[src/rtl/assert_macros.svh]
// ----------------------------------------------------------------------------
// Assertion macros
// Concurrent assertion wrappers. Simulation builds expand them, synthesis
// builds (SYNTH defined) drop them.
// ----------------------------------------------------------------------------
`ifndef ASSERT_MACROS_SVH
`define ASSERT_MACROS_SVH

`ifndef SYNTH
// Property checked on every clock edge outside reset
`define ASSERT_PROP(lbl, clk, rst_n, prop, msg) \
    lbl: assert property (@(posedge clk) disable iff (!rst_n) (prop)) else $error(msg);
// Implication: a trigger must be followed by a condition in the next cycle
`define ASSERT_NEXT(lbl, clk, rst_n, trig, cond, msg) \
    lbl: assert property (@(posedge clk) disable iff (!rst_n) (trig) |=> (cond)) \
        else $error(msg);
`else
`define ASSERT_PROP(lbl, clk, rst_n, prop, msg)
`define ASSERT_NEXT(lbl, clk, rst_n, trig, cond, msg)
`endif

`endif

[src/rtl/kse_pkg.sv]
// ----------------------------------------------------------------------------
// kse_pkg
// Types, constants and helper functions of the keypad scanner / number entry.
// ----------------------------------------------------------------------------
`timescale 1ns / 1ps

package kse_pkg;

    // Highest cursor line
    localparam logic [2:0]  LAST_LINE  = 3'd4;
    // Entry saturation limit
    localparam logic [19:0] ENTRY_MAX  = 20'd999999;
    // ceil(2^23 / 10): x / 10 == (x * DIV10_RECIP) >> 23 for any 20-bit x
    localparam logic [19:0] DIV10_RECIP = 20'd838861;

    // Key codes
    localparam logic [3:0] KEY_A    = 4'd10;
    localparam logic [3:0] KEY_B    = 4'd11;
    localparam logic [3:0] KEY_C    = 4'd12;
    localparam logic [3:0] KEY_D    = 4'd13;
    localparam logic [3:0] KEY_STAR = 4'd14;
    localparam logic [3:0] KEY_HASH = 4'd15;
    localparam logic [3:0] KEY_LAST_DIGIT = 4'd9;

    // Configuration register indexes
    typedef enum logic [1:0] {
        CFG_SCAN_PERIOD   = 2'd0,
        CFG_DEBOUNCE      = 2'd1,
        CFG_RELEASE_POLL  = 2'd2
    } t_cfg_index;

    // Host commands
    typedef enum logic [1:0] {
        CMD_NONE  = 2'd0,
        CMD_START = 2'd1,
        CMD_STOP  = 2'd2
    } t_cmd;

    // Key service phases
    typedef enum logic [1:0] {
        PH_IDLE    = 2'd0,
        PH_SETTLE  = 2'd1,
        PH_RELEASE = 2'd2,
        PH_AFTER   = 2'd3
    } t_key_phase;

    typedef struct packed {
        logic [19:0] scan_period;
        logic [19:0] debounce_ticks;
        logic [15:0] release_poll_ticks;
    } t_cfg;

    typedef struct packed {
        logic [3:0] column_levels;
        logic       entry_locked;
    } t_item;

    typedef struct packed {
        logic [3:0]  row_lines;
        logic        key_valid;
        logic [3:0]  key_code;
        logic [19:0] entry_value;
        logic [19:0] confirmed_value;
        logic        confirmed_pulse;
        logic [2:0]  cursor_line;
        logic [1:0]  command;
    } t_result;

    // Key code at a column / row crossing
    function automatic logic [3:0] key_lookup(input logic [1:0] col, input logic [1:0] row);
        logic [3:0] code;
        case ({col, row})
            4'h0:    code = 4'd1;
            4'h1:    code = 4'd4;
            4'h2:    code = 4'd7;
            4'h3:    code = KEY_STAR;
            4'h4:    code = 4'd2;
            4'h5:    code = 4'd5;
            4'h6:    code = 4'd8;
            4'h7:    code = 4'd0;
            4'h8:    code = 4'd3;
            4'h9:    code = 4'd6;
            4'hA:    code = 4'd9;
            4'hB:    code = KEY_HASH;
            4'hC:    code = KEY_A;
            4'hD:    code = KEY_B;
            4'hE:    code = KEY_C;
            4'hF:    code = KEY_D;
            default: code = 4'd0;
        endcase
        return code;
    endfunction

    // Cursor step up, held at the last line
    function automatic logic [2:0] line_next(input logic [2:0] line);
        return (line >= LAST_LINE) ? LAST_LINE : line + 3'd1;
    endfunction

    // Lowest set bit of a 4-bit vector (3 when only bit 3 or none)
    function automatic logic [1:0] lowest_bit(input logic [3:0] vec);
        logic [1:0] idx;
        if (vec[0])      idx = 2'd0;
        else if (vec[1]) idx = 2'd1;
        else if (vec[2]) idx = 2'd2;
        else             idx = 2'd3;
        return idx;
    endfunction

endpackage

[src/rtl/keypad_scan_number_entry_core.sv]
// ----------------------------------------------------------------------------
// keypad_scan_number_entry_core
// 4x4 matrix keypad scanner with debounce and decimal number entry.
// ----------------------------------------------------------------------------
// Each request on the input channel is one 1 us tick carrying the column
// levels and the entry-lock flag; each tick gives exactly one result. The
// block takes one tick per clock cycle, back to back, unless stalled: a
// request lands in an input register, the scan timer and key machine update
// in one pass, and the result is held in an output register. The input
// register takes a new request in the same cycle its current one moves on;
// while a result waits to be taken and the input register is full, the input
// stalls (the input stall follows the output stall in the same cycle).
// Configuration writes are taken in any cycle (ready is always high) and act
// from the next tick; after reset the scan period is 10000, debounce 1000,
// release poll 100.
// ----------------------------------------------------------------------------
`timescale 1ns / 1ps

module keypad_scan_number_entry_core (
    input  logic              i_clk,
    input  logic              i_rst_n,
    // tick requests
    input  logic              i_in_valid,
    output logic              o_in_stall,
    input  kse_pkg::t_item    i_in_item,
    // results
    output logic              o_out_valid,
    input  logic              i_out_stall,
    output kse_pkg::t_result  o_out_item,
    // configuration writes
    input  logic              i_cfg_valid,
    output logic              o_cfg_ready,
    input  logic [1:0]        i_cfg_index,
    input  logic [19:0]       i_cfg_data
);
    import kse_pkg::*;

    t_cfg     r_cfg;
    logic     r_in_valid;
    t_item    r_in_item;
    logic     r_out_valid;
    t_result  r_out_item;

    logic     advance;
    logic     step;
    logic     idle;
    logic [3:0] row_drive;
    t_result  result;

    // Configuration registers
    assign o_cfg_ready = 1'b1;

    always_ff @(posedge i_clk) begin
        if (!i_rst_n) begin
            r_cfg.scan_period        <= 20'd10000;
            r_cfg.debounce_ticks     <= 20'd1000;
            r_cfg.release_poll_ticks <= 16'd100;
        end else if (i_cfg_valid) begin
            case (t_cfg_index'(i_cfg_index))
                CFG_SCAN_PERIOD:  r_cfg.scan_period        <= i_cfg_data;
                CFG_DEBOUNCE:     r_cfg.debounce_ticks     <= i_cfg_data;
                CFG_RELEASE_POLL: r_cfg.release_poll_ticks <= i_cfg_data[15:0];
                default: ;
            endcase
        end
    end

    // Flow control: process when the output register is free or draining
    assign advance    = !r_out_valid || !i_out_stall;
    assign step       = r_in_valid && advance;
    assign o_in_stall = r_in_valid && !advance;

    // Input register
    always_ff @(posedge i_clk) begin
        if (!i_rst_n) begin
            r_in_valid <= 1'b0;
        end else if (!o_in_stall) begin
            r_in_valid <= i_in_valid;
        end
    end

    always_ff @(posedge i_clk) begin
        if (!o_in_stall) begin
            r_in_item <= i_in_item;
        end
    end

    kse_scan u_scan (
        .i_clk       (i_clk),
        .i_rst_n     (i_rst_n),
        .i_step      (step),
        .i_idle      (idle),
        .i_cfg       (r_cfg),
        .o_row_drive (row_drive)
    );

    kse_key u_key (
        .i_clk       (i_clk),
        .i_rst_n     (i_rst_n),
        .i_step      (step),
        .i_item      (r_in_item),
        .i_cfg       (r_cfg),
        .i_row_drive (row_drive),
        .o_idle      (idle),
        .o_result    (result)
    );

    // Output register
    always_ff @(posedge i_clk) begin
        if (!i_rst_n) begin
            r_out_valid <= 1'b0;
        end else if (step) begin
            r_out_valid <= 1'b1;
        end else if (!i_out_stall) begin
            r_out_valid <= 1'b0;
        end
    end

    always_ff @(posedge i_clk) begin
        if (step) begin
            r_out_item <= result;
        end
    end

    assign o_out_valid = r_out_valid;
    assign o_out_item  = r_out_item;

endmodule

[src/rtl/kse_scan.sv]
// ----------------------------------------------------------------------------
// kse_scan
// Row scan timer. Rotates the one-hot row drive every scan period, holding
// a due rotation back while a key is in service.
// ----------------------------------------------------------------------------
`timescale 1ns / 1ps
`include "assert_macros.svh"

module kse_scan (
    input  logic           i_clk,
    input  logic           i_rst_n,
    input  logic           i_step,
    input  logic           i_idle,
    input  kse_pkg::t_cfg  i_cfg,
    output logic [3:0]     o_row_drive
);
    import kse_pkg::*;

    logic [19:0] r_scan_timer, n_scan_timer;
    logic        r_rotate_pending, n_rotate_pending;
    logic [1:0]  r_row_phase, n_row_phase;
    logic [3:0]  r_row_drive, n_row_drive;

    logic [19:0] period;
    logic [20:0] timer_inc;
    logic        wrap, pend, rotate;

    // Timer and rotation for this tick
    always_comb begin
        period           = (i_cfg.scan_period == 20'd0) ? 20'd1 : i_cfg.scan_period;
        timer_inc        = {1'b0, r_scan_timer} + 21'd1;
        wrap             = timer_inc >= {1'b0, period};
        n_scan_timer     = wrap ? 20'd0 : timer_inc[19:0];
        pend             = wrap | r_rotate_pending;
        rotate           = pend & i_idle;
        n_row_drive      = rotate ? (4'b0001 << r_row_phase) : r_row_drive;
        n_row_phase      = rotate ? r_row_phase + 2'd1 : r_row_phase;
        n_rotate_pending = pend & ~rotate;
    end

    always_ff @(posedge i_clk) begin
        if (!i_rst_n) begin
            r_scan_timer     <= '0;
            r_rotate_pending <= 1'b0;
            r_row_phase      <= '0;
            r_row_drive      <= '0;
        end else if (i_step) begin
            r_scan_timer     <= n_scan_timer;
            r_rotate_pending <= n_rotate_pending;
            r_row_phase      <= n_row_phase;
            r_row_drive      <= n_row_drive;
        end
    end

    // Row drive after this tick's rotation
    assign o_row_drive = n_row_drive;

    `ASSERT_PROP(a_row_onehot, i_clk, i_rst_n, $onehot0(r_row_drive), "row drive not one-hot")
    `ASSERT_PROP(a_row_phase, i_clk, i_rst_n, (r_row_drive == 4'd0) || (r_row_drive == (4'b0001 << (r_row_phase - 2'd1))), "row drive out of step with phase")
    `ASSERT_NEXT(a_hold_busy, i_clk, i_rst_n, i_step && !i_idle, r_row_drive == $past(r_row_drive), "row rotated during key service")

endmodule

[src/rtl/kse_key.sv]
// ----------------------------------------------------------------------------
// kse_key
// Column edge capture, debounce / release state machine, key decode and
// decimal number entry.
// ----------------------------------------------------------------------------
`timescale 1ns / 1ps
`include "assert_macros.svh"

module kse_key (
    input  logic              i_clk,
    input  logic              i_rst_n,
    input  logic              i_step,
    input  kse_pkg::t_item    i_item,
    input  kse_pkg::t_cfg     i_cfg,
    input  logic [3:0]        i_row_drive,
    output logic              o_idle,
    output kse_pkg::t_result  o_result
);
    import kse_pkg::*;

    t_key_phase  r_phase, n_phase;
    logic [19:0] r_wait, n_wait;
    logic [3:0]  r_cols_before;
    logic [3:0]  r_edges, n_edges;
    logic [1:0]  r_served, n_served;
    logic [19:0] r_typed, n_typed;
    logic [19:0] r_latched, n_latched;
    logic [2:0]  r_line, n_line;

    logic [3:0]  edges;
    logic [1:0]  sel_col;
    logic [19:0] wait_dec;
    logic        wait_done;
    logic        col_high;
    logic        key_hit;
    logic [1:0]  row_idx;
    logic [3:0]  code;
    logic [15:0] poll;
    logic [23:0] digit_sum;
    logic [39:0] div_prod;
    logic [19:0] tenth;

    // Shared conditions
    always_comb begin
        edges     = r_edges | (i_item.column_levels & ~r_cols_before);
        sel_col   = lowest_bit(edges);
        wait_dec  = (r_wait != 20'd0) ? r_wait - 20'd1 : r_wait;
        wait_done = wait_dec == 20'd0;
        col_high  = i_item.column_levels[r_served];
        poll      = (i_cfg.release_poll_ticks == 16'd0) ? 16'd1 : i_cfg.release_poll_ticks;
        key_hit   = (r_phase == PH_SETTLE) && wait_done && col_high && (i_row_drive != 4'd0);
        row_idx   = lowest_bit(i_row_drive);
        code      = key_lookup(r_served, row_idx);
    end

    // Next state
    always_comb begin
        n_phase  = r_phase;
        n_wait   = r_wait;
        n_edges  = edges;
        n_served = r_served;
        case (r_phase)
            PH_IDLE: begin
                if (edges != 4'd0) begin
                    n_edges  = edges & ~(4'b0001 << sel_col);
                    n_served = sel_col;
                    n_wait   = i_cfg.debounce_ticks;
                    n_phase  = PH_SETTLE;
                end
            end
            PH_SETTLE: begin
                n_wait = wait_dec;
                if (wait_done) begin
                    if (col_high) begin
                        n_wait  = 20'd0;
                        n_phase = PH_RELEASE;
                    end else begin
                        n_phase = PH_IDLE;
                    end
                end
            end
            PH_RELEASE: begin
                n_wait = wait_dec;
                if (wait_done) begin
                    if (col_high) begin
                        n_wait = {4'd0, poll};
                    end else begin
                        n_wait  = i_cfg.debounce_ticks;
                        n_phase = PH_AFTER;
                    end
                end
            end
            PH_AFTER: begin
                n_wait = wait_dec;
                if (wait_done) begin
                    n_phase = PH_IDLE;
                end
            end
            default: begin
                n_phase = PH_IDLE;
            end
        endcase
    end

    // Key actions and result
    always_comb begin
        digit_sum = ({4'd0, r_typed} << 3) + ({4'd0, r_typed} << 1) + {20'd0, code};
        div_prod  = r_typed * DIV10_RECIP;
        tenth     = {3'd0, div_prod[39:23]};
        n_typed   = r_typed;
        n_latched = r_latched;
        n_line    = r_line;
        o_result  = '0;
        o_result.command = CMD_NONE;
        if (key_hit) begin
            o_result.key_valid = 1'b1;
            o_result.key_code  = code;
            if (code <= KEY_LAST_DIGIT) begin
                n_typed = (digit_sum > {4'd0, ENTRY_MAX}) ? ENTRY_MAX : digit_sum[19:0];
            end else begin
                case (code)
                    KEY_STAR: n_typed = tenth;
                    KEY_HASH: begin
                        n_latched = r_typed;
                        n_typed   = 20'd0;
                        n_line    = line_next(r_line);
                        o_result.confirmed_pulse = 1'b1;
                    end
                    KEY_A: o_result.command = CMD_START;
                    KEY_B: o_result.command = CMD_STOP;
                    KEY_C: begin
                        if (!i_item.entry_locked && r_line != 3'd0) n_line = r_line - 3'd1;
                    end
                    default: begin
                        if (!i_item.entry_locked) n_line = line_next(r_line);
                    end
                endcase
            end
        end
        o_result.row_lines       = i_row_drive;
        o_result.entry_value     = n_typed;
        o_result.confirmed_value = n_latched;
        o_result.cursor_line     = n_line;
    end

    always_ff @(posedge i_clk) begin
        if (!i_rst_n) begin
            r_phase       <= PH_IDLE;
            r_wait        <= '0;
            r_cols_before <= '0;
            r_edges       <= '0;
            r_served      <= '0;
            r_typed       <= '0;
            r_latched     <= '0;
            r_line        <= '0;
        end else if (i_step) begin
            r_phase       <= n_phase;
            r_wait        <= n_wait;
            r_cols_before <= i_item.column_levels;
            r_edges       <= n_edges;
            r_served      <= n_served;
            r_typed       <= n_typed;
            r_latched     <= n_latched;
            r_line        <= n_line;
        end
    end

    assign o_idle = r_phase == PH_IDLE;

    `ASSERT_PROP(a_line_range, i_clk, i_rst_n, r_line <= LAST_LINE, "cursor past last line")
    `ASSERT_PROP(a_entry_range, i_clk, i_rst_n, r_typed <= ENTRY_MAX, "entry over limit")
    `ASSERT_NEXT(a_hit_release, i_clk, i_rst_n, i_step && key_hit, r_phase == PH_RELEASE, "accepted key not followed by release wait")

endmodule

[config.mk]
export PLATFORM = sky130hd
export DESIGN_NAME = keypad_scan_number_entry_core
export DESIGN_NICKNAME = d
export VERILOG_FILES = /design/src/rtl/kse_pkg.sv /design/src/rtl/keypad_scan_number_entry_core.sv /design/src/rtl/kse_scan.sv /design/src/rtl/kse_key.sv
export VERILOG_INCLUDE_DIRS = /design/src /design/src/rtl
export SDC_FILE = /design/constraint.sdc
export NUM_CORES = 1
export LEC_CHECK = 0
export ABC_AREA = 1
export BUFFER_PORTS_ARGS = -buffer_cell sky130_fd_sc_hd__buf_2
export CORE_MARGIN = 2
export CORE_UTILIZATION = 50
export CTS_CLUSTER_SIZE = 24
export DETAILED_ROUTE_END_ITERATION = 16
export PLACE_DENSITY = 0.67
export SLEW_MARGIN = 20
export SYNTH_ARGS = -nofsm -noshare
export SYNTH_HDL_FRONTEND = slang
export SYNTH_SLANG_ARGS = --single-unit
[constraint.sdc]
create_clock -name i_clk -period 6.7 [get_ports i_clk]
set_input_delay 1.34 -clock i_clk [delete_from_list [all_inputs] [get_ports i_clk]]
set_output_delay 1.34 -clock i_clk [all_outputs]
set_load 0.005 [all_outputs]
### Word level (Yosys, flattened, before mapping)

Memories as Yosys holds them, arrays and structs flattened.
Index checks and enable logic that the tools add are counted.

| word-level totals | value |
|---|---|
| flip-flop bits (word level) | 220 |
| ROM bits | 64 |
| memories | 1 |

| cells by class | value |
|---|---|
| equality and inequality tests | 16 |
| multipliers | 1 |
| mux-type cells | 46 |
| reduce and logical (&&, ||, !) cells | 29 |
| bitwise logic cells | 10 |
| $lt $le $gt $ge | 5 |
| shift operators | 2 |
| add/sub/neg operators | 7 |

Memory list:

| memory | depth | bits a word | rd ports | clocked after Yosys merged registers in | write ports | line | RTL |
|---|---|---|---|---|---|---|---|
| (name not given) | 16 | 4 | 1 | 0 | 0 | kse_pkg.sv:72 | `case ({col, row})` |

Operator list:

| operator | number |
|---|---|
| 2-to-1 mux 20 bit | 14 |
| one-hot mux 20 bit (4 select lines) | 1 |
| zero test 20 bit | 2 |
| multiplier 20 x 20 -> 40 bit (second input constant) | 1 |
| one-hot mux 20 bit (2 select lines) | 1 |
| adder 23 x 21 -> 24 bit | 1 |
| adder 24 x 4 -> 24 bit | 1 |
| greater-than comparator 24 x 20 -> 1 bit (second input constant) | 1 |
| adder 20 x 1 -> 21 bit (second input constant) | 1 |
| greater-or-equal comparator 21 x 20 -> 1 bit | 1 |
| equality test 4 bit (second input constant) | 5 |
| 2-to-1 mux 2 bit | 10 |
| nonzero test 20 bit | 1 |
| subtractor 20 x 1 -> 20 bit (second input constant) | 1 |
| zero test 16 bit | 1 |
| 2-to-1 mux 16 bit | 1 |
| 2-to-1 mux 3 bit | 5 |
| 2-to-1 mux 4 bit | 3 |
| != test 2 x 1 -> 1 bit (second input constant) | 5 |
| AND reduction 2 bit | 5 |
| one-hot mux 3 bit (3 select lines) | 1 |
| AND 4 bit | 2 |
| inverter 4 bit | 2 |
| one-hot mux 2 bit (4 select lines) | 1 |
| 28 further kinds | 49 |

### Depth between registers and ports, before layout

Gate-level depths: netlist of run 1.
An unclocked memory read counts as a cell.

| depth | value |
|---|---|
| word-level depth | 15 |
| depth in mapped cells | 54 |
| gate-level depth less buffers | 54 |

### Modules after synthesis

Synthesis of run 1 repeated with hierarchy kept, for this count alone.

| unflattened totals | value |
|---|---|
| cell total of the unflattened synthesis | 3313 |
| area, all modules | 23097.2 µm² |

By module, submodules not included:

| module | seq. area each (µm²) | instances | area each (µm²) | cells each |
|---|---|---|---|---|
| kse_key | 1501.4 | 1 | 16572.1 | 2539 |
| keypad_scan_number_entry_core | 2962.8 | 1 | 4182.8 | 411 |
| kse_scan | 540.5 | 1 | 2342.2 | 363 |

### Least setup slack after synthesis of run 1

No wires, ideal clock.

| timing | value |
|---|---|
| kind | register to register |
| start | register u_scan.r_scan_timer[2] |
| end | register u_key.r_typed[14] |
| data arrival time | 5.953 ns |
| cell stages (with the launch flop) | 45 |
| data required time | 6.588 ns |
| clock period less this slack | 6.065 ns |
| buffers on the path | 0 |
| setup slack | 0.635 ns |
| cells stage by stage | dfxtp_1 > nand3_1 > nor2_1 > inv_1 > nor2_1 > inv_1 > nor2_1 > inv_1 > nor2_1 > nand3_1 > nor3_1 > xor2_1 > ha_1 > o21ai_0 > nand3_1 > a21oi_2 > nand3_4 > nand2_4 > [9 not listed] > nand3_1 > nand2_1 > a21oi_1 > o21ai_0 > xor2_1 > nand3_1 > a21oi_1 > nand2_1 > nand2_1 > nand3_1 > nand2_1 > nand2_1 > nor2_2 > nand3_1 > nand2_1 > nand3_1 > nand2_1 > inv_1 |

RTL lines:

| item | line | RTL |
|---|---|---|
| start: declaration | kse_scan.sv:19 | `logic [19:0] r_scan_timer, n_scan_timer;` |
| start signal: assignment | kse_scan.sv:48 | `r_scan_timer <= n_scan_timer;` |
| end signal: assignment | kse_key.sv:162 | `r_typed <= n_typed;` |
| end: declaration | kse_key.sv:26 | `logic [19:0] r_typed, n_typed;` |

### Final worst setup path of run 1

| timing | value |
|---|---|
| start | register u_key.r_typed[4] |
| end | register u_key.r_typed[11] |

| between the ends | value |
|---|---|
| word-level cells in the longest chain between the ends | 6 |
| elaborated cells between the ends (all ways) | 8 |
| classes of those cells | add/sub (2); mul (1); order compare (1); mux (4) |

Ends and longest elaborated chain:

| item | line | RTL |
|---|---|---|
| adder 23 x 21 -> 24 bit | kse_key.sv:107 | `digit_sum = ({4'd0, r_typed} << 3) + ({4'd0, r_typed} << 1) + {20'd0, code};` |
| adder 24 x 4 -> 24 bit | kse_key.sv:107 |  |
| greater-than comparator 24 x 20 -> 1 bit | kse_key.sv:119 | `n_typed = (digit_sum > {4'd0, ENTRY_MAX}) ? ENTRY_MAX : digit_sum[19:0];` |
| 2-to-1 mux 20 bit | kse_key.sv:119 |  |
| 2-to-1 mux 20 bit * | kse_key.sv:118 | `if (code <= KEY_LAST_DIGIT) begin` |
| 2-to-1 mux 20 bit * | kse_key.sv:115 | `if (key_hit) begin` |

Every way passes the cells marked *; elsewhere a longest branch is shown, timed or not.
A chain may end at the register's enable or synchronous reset.

==> impl_metrics.py, run 1 <==
metrics = {
    "clock_network": {
        "cts_buffer_depth": 3,
        "cts_made_buffers": 25,
        "clock_latency_ns": 0.57,
        "cts.clk_slew.worst_paths_ns": 0.06,
        "root_buffer": "clkbuf_16",
        "cts_sinks": 220,
        "cts_max_level": 1,
        "holdBufCountCts": 0,
        "tritoncts": "built",
    },
    "critical_path": {
        "critPathRequiredTime_ns": 7.15,
        "crit_fanout": 4,
        "path_class": "reg2reg",
        "critPathLaunchType": "register",
        "endpoint_kind": "register",
        "cp.arrival_ns": 6.90,
    },
    "cells_and_area": {
        "fin_util_pct": 57.8,
        "fin_nets": 3209,
        "antennaDiodeCount": 0,
        "syn_to_final_growth_pct": 13.3,
        "drive_gt1_share_pct": 13.3,
        "final_cells": 3312,
    },
    "power": {
        "p_per_area_nw_per_um2": 270,
        "p_leak_nw": 11.8,
        "power.total_mw": 6.23,
        "peakVddDrop_mv": 0.191,
    },
    "synth": {
        "ys_ff_latch": 220,
        "synthSimpleGateAreaFrac_pct": 19.6,
        "syn-cell-area_um2": 20400,
        "async_flop_share_pct": 0,
        "synth_edf_count": 60,
        "yosysSeqAreaShare_pct": 24.5,
        "synthFlopType": "dfxtp_1",
        "yosys_warnings": 0,
        "synth_fa_ha_area_share_pct": 30.3,
        "syn_nets": 3060,
        "synth_area_leaders": "ha_1 (16%), dfxtp_1 (16%), fa_1 (14%)",
        "synth_top_area_share_pct": 16.4,
        "muxShareOfSynthArea_pct": 0,
        "synth_xor_area_share_pct": 2.06,
        "synth_top_family_by_area": "adder cells",
        "postSynthAreaPerCell_um2": 7.79,
        "synth_compound_area_share_pct": 13.2,
        "synth_top_area_cell": "ha_1",
        "synth_cell_types": 58,
        "postSynthCellCount": 2619,
    },
    "sta": {
        "setup_viol": 0,
        "fin_ws_ns": 0.250,
        "tightest_slew_ns": 1.04,
        "slew_headroom_pct": 30.6,
        "fmax_ghz": 0.155,
        "maxSlewViolCount": 0,
        "finalCriticalPeriod_ns": 6.45,
        "finalHoldViolations": 0,
        "finalClockSkew_ns": 0.0257,
        "period_share_pct": 96.3,
    },
    "floorplan": {
        "die-area_um2": 42400,
        "rows": 73,
        "core_um2": 40000,
        "die_w_um": 206,
        "start_util_pct": 51.0,
        "chipHeight_um": 206,
        "ios": 90,
    },
    "global_route": {
        "grt_use_total_pct": 28.6,
        "antenna_found_initial": 0,
        "grt_pass1_wl_mm": 94.3,
        "grt_max_degree": 83,
        "grt_pass1_vias": 17600,
        "grt.overflow.total": 0,
    },
    "placed_design": {
        "dp_hpwl_mm": 47.9,
        "post-place-ws_ns": -0.211,
        "io_buffers": 88,
        "gp_congestion": 1.00,
        "dp_cells": 3251,
    },
    "job": {
        "drv_cap": 0,
    },
    "detailed_routing": {
        "post_drt_wl_per_cell_um": 17.9,
        "via_per_inst": 5.48,
        "via_count": 18100,
        "drt_wl_total_mm": 59.4,
        "drt_iter0_markers": 1336,
        "drcViolationCount": 0,
        "first_pass_iters": 5,
        "ant_nets": 0,
    },
    "min_path": {
        "hp-class": "reg2reg",
    },
    "outcome": {
        "status": "finished, final reports clean",
    },
}
cell usage in the layout (no fill, tap or decap), types with 8 or more instances in the layout:
cell type,n
nand3_1,123
nor4_1,9
inv_2,10
ha_1,262
nand3b_1,12
o21ai_1,35
o21a_1,8
nand2_1,481
nand3_2,14
o211ai_1,32
nor2_4,11
or2_2,9
edfxtp_1,60
xnor2_1,20
o21ai_2,22
dfxtp_1,147
nor2_2,12
a21oi_1,198
xor2_1,27
nand2_2,17
dfxtp_2,13
buf_4,100
inv_1,467
nand4_1,33
nor2_1,174
o21ai_0,120
buf_2,88
clkbuf_16,26
nor3_1,11
fa_1,139
path summary, 6_finish.rpt:
kind / start / slack [ns] / depth (start not counted) / end
max: u_key.r_typed[4]$_SDFFE_PN0P_ / 0.25 / 24 / u_key.r_typed[11]$_SDFFE_PN0P_
min: u_key.r_cols_before[3]$_SDFFE_PN0P_ / 0.46 / 2 / u_key.r_cols_before[3]$_SDFFE_PN0P_
max reg2reg: u_key.r_typed[4]$_SDFFE_PN0P_ / 0.25 / 24 / u_key.r_typed[11]$_SDFFE_PN0P_
min reg2reg: u_key.r_cols_before[3]$_SDFFE_PN0P_ / 0.46 / 2 / u_key.r_cols_before[3]$_SDFFE_PN0P_
sequential cells by signal, indices dropped and copies added, names as in the netlist, named ones only:
register                 cells
u_key.r_typed               20
u_key.r_served               2
u_scan.r_row_phase           2
u_scan.r_scan_timer         20
r_in_valid                   1
u_key.r_line                 3
o_out_valid                  1
u_key.r_edges                4
u_key.r_latched             20
o_out_item                  55
u_key.r_wait                20
u_key.r_phase                1
u_scan.r_row_drive           4
r_in_item                    5
u_scan.r_rotate_pending      1
r_cfg                       56
u_key.r_cols_before          4
per-layer routing:
metal / global-route usage [%] / vias to the layer above / share of wire [%]
li1: - / 8845 / -
met1: 38.9 / 8662 / 44
met2: 47.6 / 535 / 47
met3: 3.39 / 99 / 5.7
met4: 8.42 / 0 / 3.1
met5: 0 / - / 0
area by class of cell:
cell class	instances	area (um2)
clock buffer	37	732
clock inverter	9	110
fill	3729	16900
inverter	480	1800
multi-input combinational	1852	13600
sequential	220	5020
tap	525	657
timing repair buffer	189	1200
stage by stage:
stage,hold WS [ns],TNS (ns),area [um2]
after floorplan,0.430,0,20400
after global placement,0.450,0,21900
after detailed placement,0.451,-1.89,21900
after CTS,0.461,0,22700
after global routing,0.480,-2.18,23100
final,0.458,0,23100
where the power goes:
part | total [mW] | internal, mW | switching [mW]
sequential | 1.50 | 1.44 | 0.0590
clock | 1.42 | 0.837 | 0.579
combinational | 3.32 | 1.29 | 2.03
total | 6.23 | 3.57 | 2.66
what timing repair did:
| item | 4_1_cts | 5_1_grt |
|---|---|---|
| buffers inserted | 1 | 14 |
| gates resized for setup | 3 | 87 |
| hold endpoints to repair | 0 | 0 |
| setup endpoints to repair | 17 | 40 |
| pin swaps | 1 | 37 |
synth_stat cells (all sizes together) (11+ instances only):
| cell | n |
|---|---|
| fa | 141 |
| nor2 | 197 |
| o21ai | 177 |
| clkbuf | 51 |
| o211ai | 32 |
| nand3 | 139 |
| nand2 | 502 |
| buf | 16 |
| ha | 268 |
| dfxtp | 160 |
| xor2 | 28 |
| a21oi | 205 |
| nor4 | 11 |
| nand3b | 12 |
| edfxtp | 60 |
| inv | 477 |
| nand4 | 33 |
| xnor2 | 20 |
| nor3 | 17 |
worst max-delay path, stage by stage, from the launching register on:
cell and delay [ns]:
dfxtp_1 0.49, ha_1 0.38, ha_1 0.32, inv_1 0.05, fa_1 0.50, fa_1 0.53, fa_1 0.56, inv_1 0.06
fa_1 0.60, fa_1 0.47, ha_1 0.33, buf_4 0.15, a21oi_1 0.17, o21ai_0 0.15, a21oi_1 0.17, nand2_1 0.08
a31oi_2 0.22, o21ai_1 0.15, a21oi_1 0.24, xor2_1 0.22, o21ai_0 0.16, o21ai_1 0.13, nand3_1 0.08, nand2_1 0.10
inv_1 0.04
cell families after synthesis:
family,count (synthesis)
AOI/OAI and AO/OA,470
adders and majority gates,409
DFF,220
other,1
xor gates and xnor gates,48
and+or+nand+nor,924
buffers and inverters,547
Note: power is estimated with default switching activity, not from simulation.
==> run 2: changes to the inputs <==
--- a/config.mk
+++ b/config.mk
@@ -8,12 +8,14 @@
 export LEC_CHECK = 0
 export ABC_AREA = 1
 export BUFFER_PORTS_ARGS = -buffer_cell sky130_fd_sc_hd__buf_2
+export CELL_PAD_IN_SITES_DETAIL_PLACEMENT = 1
+export CELL_PAD_IN_SITES_GLOBAL_PLACEMENT = 1
 export CORE_MARGIN = 2
-export CORE_UTILIZATION = 50
+export CORE_UTILIZATION = 48
 export CTS_CLUSTER_SIZE = 24
 export DETAILED_ROUTE_END_ITERATION = 16
-export PLACE_DENSITY = 0.67
-export SLEW_MARGIN = 20
+export PLACE_DENSITY_LB_ADDON = 0.1
+export SLEW_MARGIN = 5
 export SYNTH_ARGS = -nofsm -noshare
 export SYNTH_HDL_FRONTEND = slang
 export SYNTH_SLANG_ARGS = --single-unit
==> impl_metrics.py, run 2 (synthesis gave the netlist of run 1 again) <==
metrics = {
    "sta": {
        "tightest_slew_ns": 1.25,
        "period_share_pct": 97.1,
        "setup_viol": 0,
        "rsz0062_at_grt": "yes",
        "slew_headroom_pct": 16.3,
        "finalHoldViolations": 0,
        "finalCriticalPeriod_ns": 6.51,
        "finalClockSkew_ns": 0.0333,
        "fmax_ghz": 0.154,
        "maxSlewViolCount": 0,
        "fin_hold_ws_ns": 0.469,
    },
    "power": {
        "clkPwrFrac_pct": 23.1,
        "peakVddDrop_mv": 0.234,
        "pwr-share-comb_pct": 54.5,
        "power.total_mw": 6.69,
        "cell_internal_pwr_mw": 3.72,
        "swShare_pct": 44.5,
        "p_sw_mw": 2.97,
        "p_seq_share_pct": 22.4,
        "p_leak_nw": 11.9,
        "p_per_area_nw_per_um2": 285,
    },
    "critical_path": {
        "critPathTopFamily": "adder cells",
        "crit_slowest_cell": "fa_2",
        "crit_top_cell": "fa_1",
        "critPathLaunchType": "register",
        "slowest_delay_ns": 0.64,
        "path_class": "reg2reg",
        "critPathRequiredTime_ns": 7.13,
        "r2r_slack_ns": 0.19,
        "crit_fanout": 4,
        "cp.arrival_ns": 6.94,
        "endpoint_kind": "register",
        "critPathBufInv": 4,
    },
    "global_route": {
        "grt.overflow.total": 0,
        "antenna_found_initial": 0,
        "grt_pass1_wl_mm": 108,
        "grt_max_degree": 85,
        "grt_use_total_pct": 31.4,
        "grt_pass1_vias": 20000,
    },
    "clock_network": {
        "cts_sinks": 220,
        "cts_made_buffers": 27,
        "root_buffer": "clkbuf_16",
        "cts.clk_slew.worst_paths_ns": 0.06,
        "cts_max_level": 1,
        "tritoncts": "built",
        "cts_buffer_depth": 3,
        "clock_latency_ns": 0.57,
    },
    "job": {
        "drv_cap": 0,
    },
    "outcome": {
        "status": "finished, final reports clean",
    },
    "floorplan": {
        "chipHeight_um": 210,
        "core_um2": 41900,
        "ios": 90,
        "start_util_pct": 48.6,
        "die-area_um2": 44200,
        "die_w_um": 210,
        "rows": 75,
    },
    "detailed_routing": {
        "ant_nets": 0,
        "via_count": 18700,
        "post_drt_wl_per_cell_um": 20.8,
        "drcViolationCount": 0,
        "first_pass_iters": 6,
        "drt_wl_total_mm": 69.4,
        "via_per_inst": 5.61,
        "drt_iter0_markers": 1174,
    },
    "min_path": {
        "hp-class": "reg2reg",
    },
    "placed_design": {
        "io_buffers": 88,
        "placed_area_um2": 21800,
        "gp_congestion": 0.922,
        "dp_cells": 3255,
        "dp_hpwl_mm": 55.9,
    },
    "cells_and_area": {
        "multi_input_area_um2": 13800,
        "syn_to_final_growth_pct": 14.9,
        "seq_area_um2": 5020,
        "largest_reg_flops": 56,
        "layout_commonest_cell": "nand2_1",
        "drive_gt1_share_pct": 14.5,
        "final_cell_mix": "nand2_1 (474), inv_1 (465), ha_1 (257), a21oi_1 (190), nor2_1 (173)",
        "design_area_um2": 23400,
        "top_register": "r_cfg",
        "fin_nets": 3210,
        "fill_cells": 5192,
        "antennaDiodeCount": 0,
        "final_cells": 3328,
    },
}
## run 2: cell types whose count changed in the layout (fill, tap and decap cells not counted), sizes merged
| cell | previous run | this run |
|---|---|---|
| clkbuf | 37 | 32 |
| bufinv | 2 | 5 |
| clkinvlp | 0 | 3 |
| clkinv | 9 | 11 |
| buf | 189 | 188 |
## run 2: worst paths after layout
kind,start,endpoint,cells after the start
hold / removal,u_key.r_cols_before[1]$_SDFFE_PN0P_,u_key.r_cols_before[1]$_SDFFE_PN0P_,2
setup / recovery,u_key.r_typed[10]$_SDFFE_PN0P_,u_key.r_typed[11]$_SDFFE_PN0P_,25
hold reg to reg,u_key.r_cols_before[1]$_SDFFE_PN0P_,u_key.r_cols_before[1]$_SDFFE_PN0P_,2
setup reg to reg,u_key.r_typed[10]$_SDFFE_PN0P_,u_key.r_typed[11]$_SDFFE_PN0P_,25
## run 2: area by class of cell
cell class | count | area share [%]
Tap cell | 539 | 2.88
Timing Repair Buffer | 188 | 5.11
Inverter | 480 | 7.70
Sequential cell | 220 | 21.4
Multi-Input combinational cell | 1852 | 58.9
Clock inverter | 17 | 0.977
Clock buffer | 32 | 3.01
## run 2: timing repair
action,CTS,global route
buffers inserted,10,14
gates resized for setup,24,116
pin swaps,6,40
hold buffers,0,0
setup endpoints to repair,40,40
## run 2: per-layer routing
metal	track usage, %	wire length [um]	vias to the layer above
li1	-	-	8820
met1	37.9	28600	9287
met2	56.9	35300	416
met3	4.04	2590	152
met4	12.0	2900	0
met5	0	0	-
## run 2: stage by stage
stage | worst slack (ns) | TNS, ns | util, %
after floorplan | 0.635 | 0 | -
after CTS | 0.00499 | 0 | 54.6
after global routing | -0.157 | -2.52 | 55.9
after detailed placement | -0.458 | -11.67 | 51.9
final | 0.192 | 0 | 55.9
after global placement | -0.0879 | -0.187 | 51.9
## run 2: tightest hold or removal path: cells and delay by family (launching register included)
family | cells | cell delay [ns]
DFF | 1 | 0.30
buffers and inverters | 1 | 0.06
AOI/OAI and AO/OA | 1 | 0.06
## run 2: power by group through the flow
| stage | clock (mW) | sequential [mW] | combinational [mW] |
|---|---|---|---|
| 2_1_floorplan | 0 | 1.51 | 2.12 |
| 3_3_place_gp | 0 | 1.52 | 3.21 |
| 3_5_place_dp | 0 | 1.52 | 3.36 |
| 4_1_cts | 1.57 | 1.50 | 3.44 |
| 5_1_grt | 1.63 | 1.50 | 4.02 |
| 6_report | 1.55 | 1.50 | 3.65 |
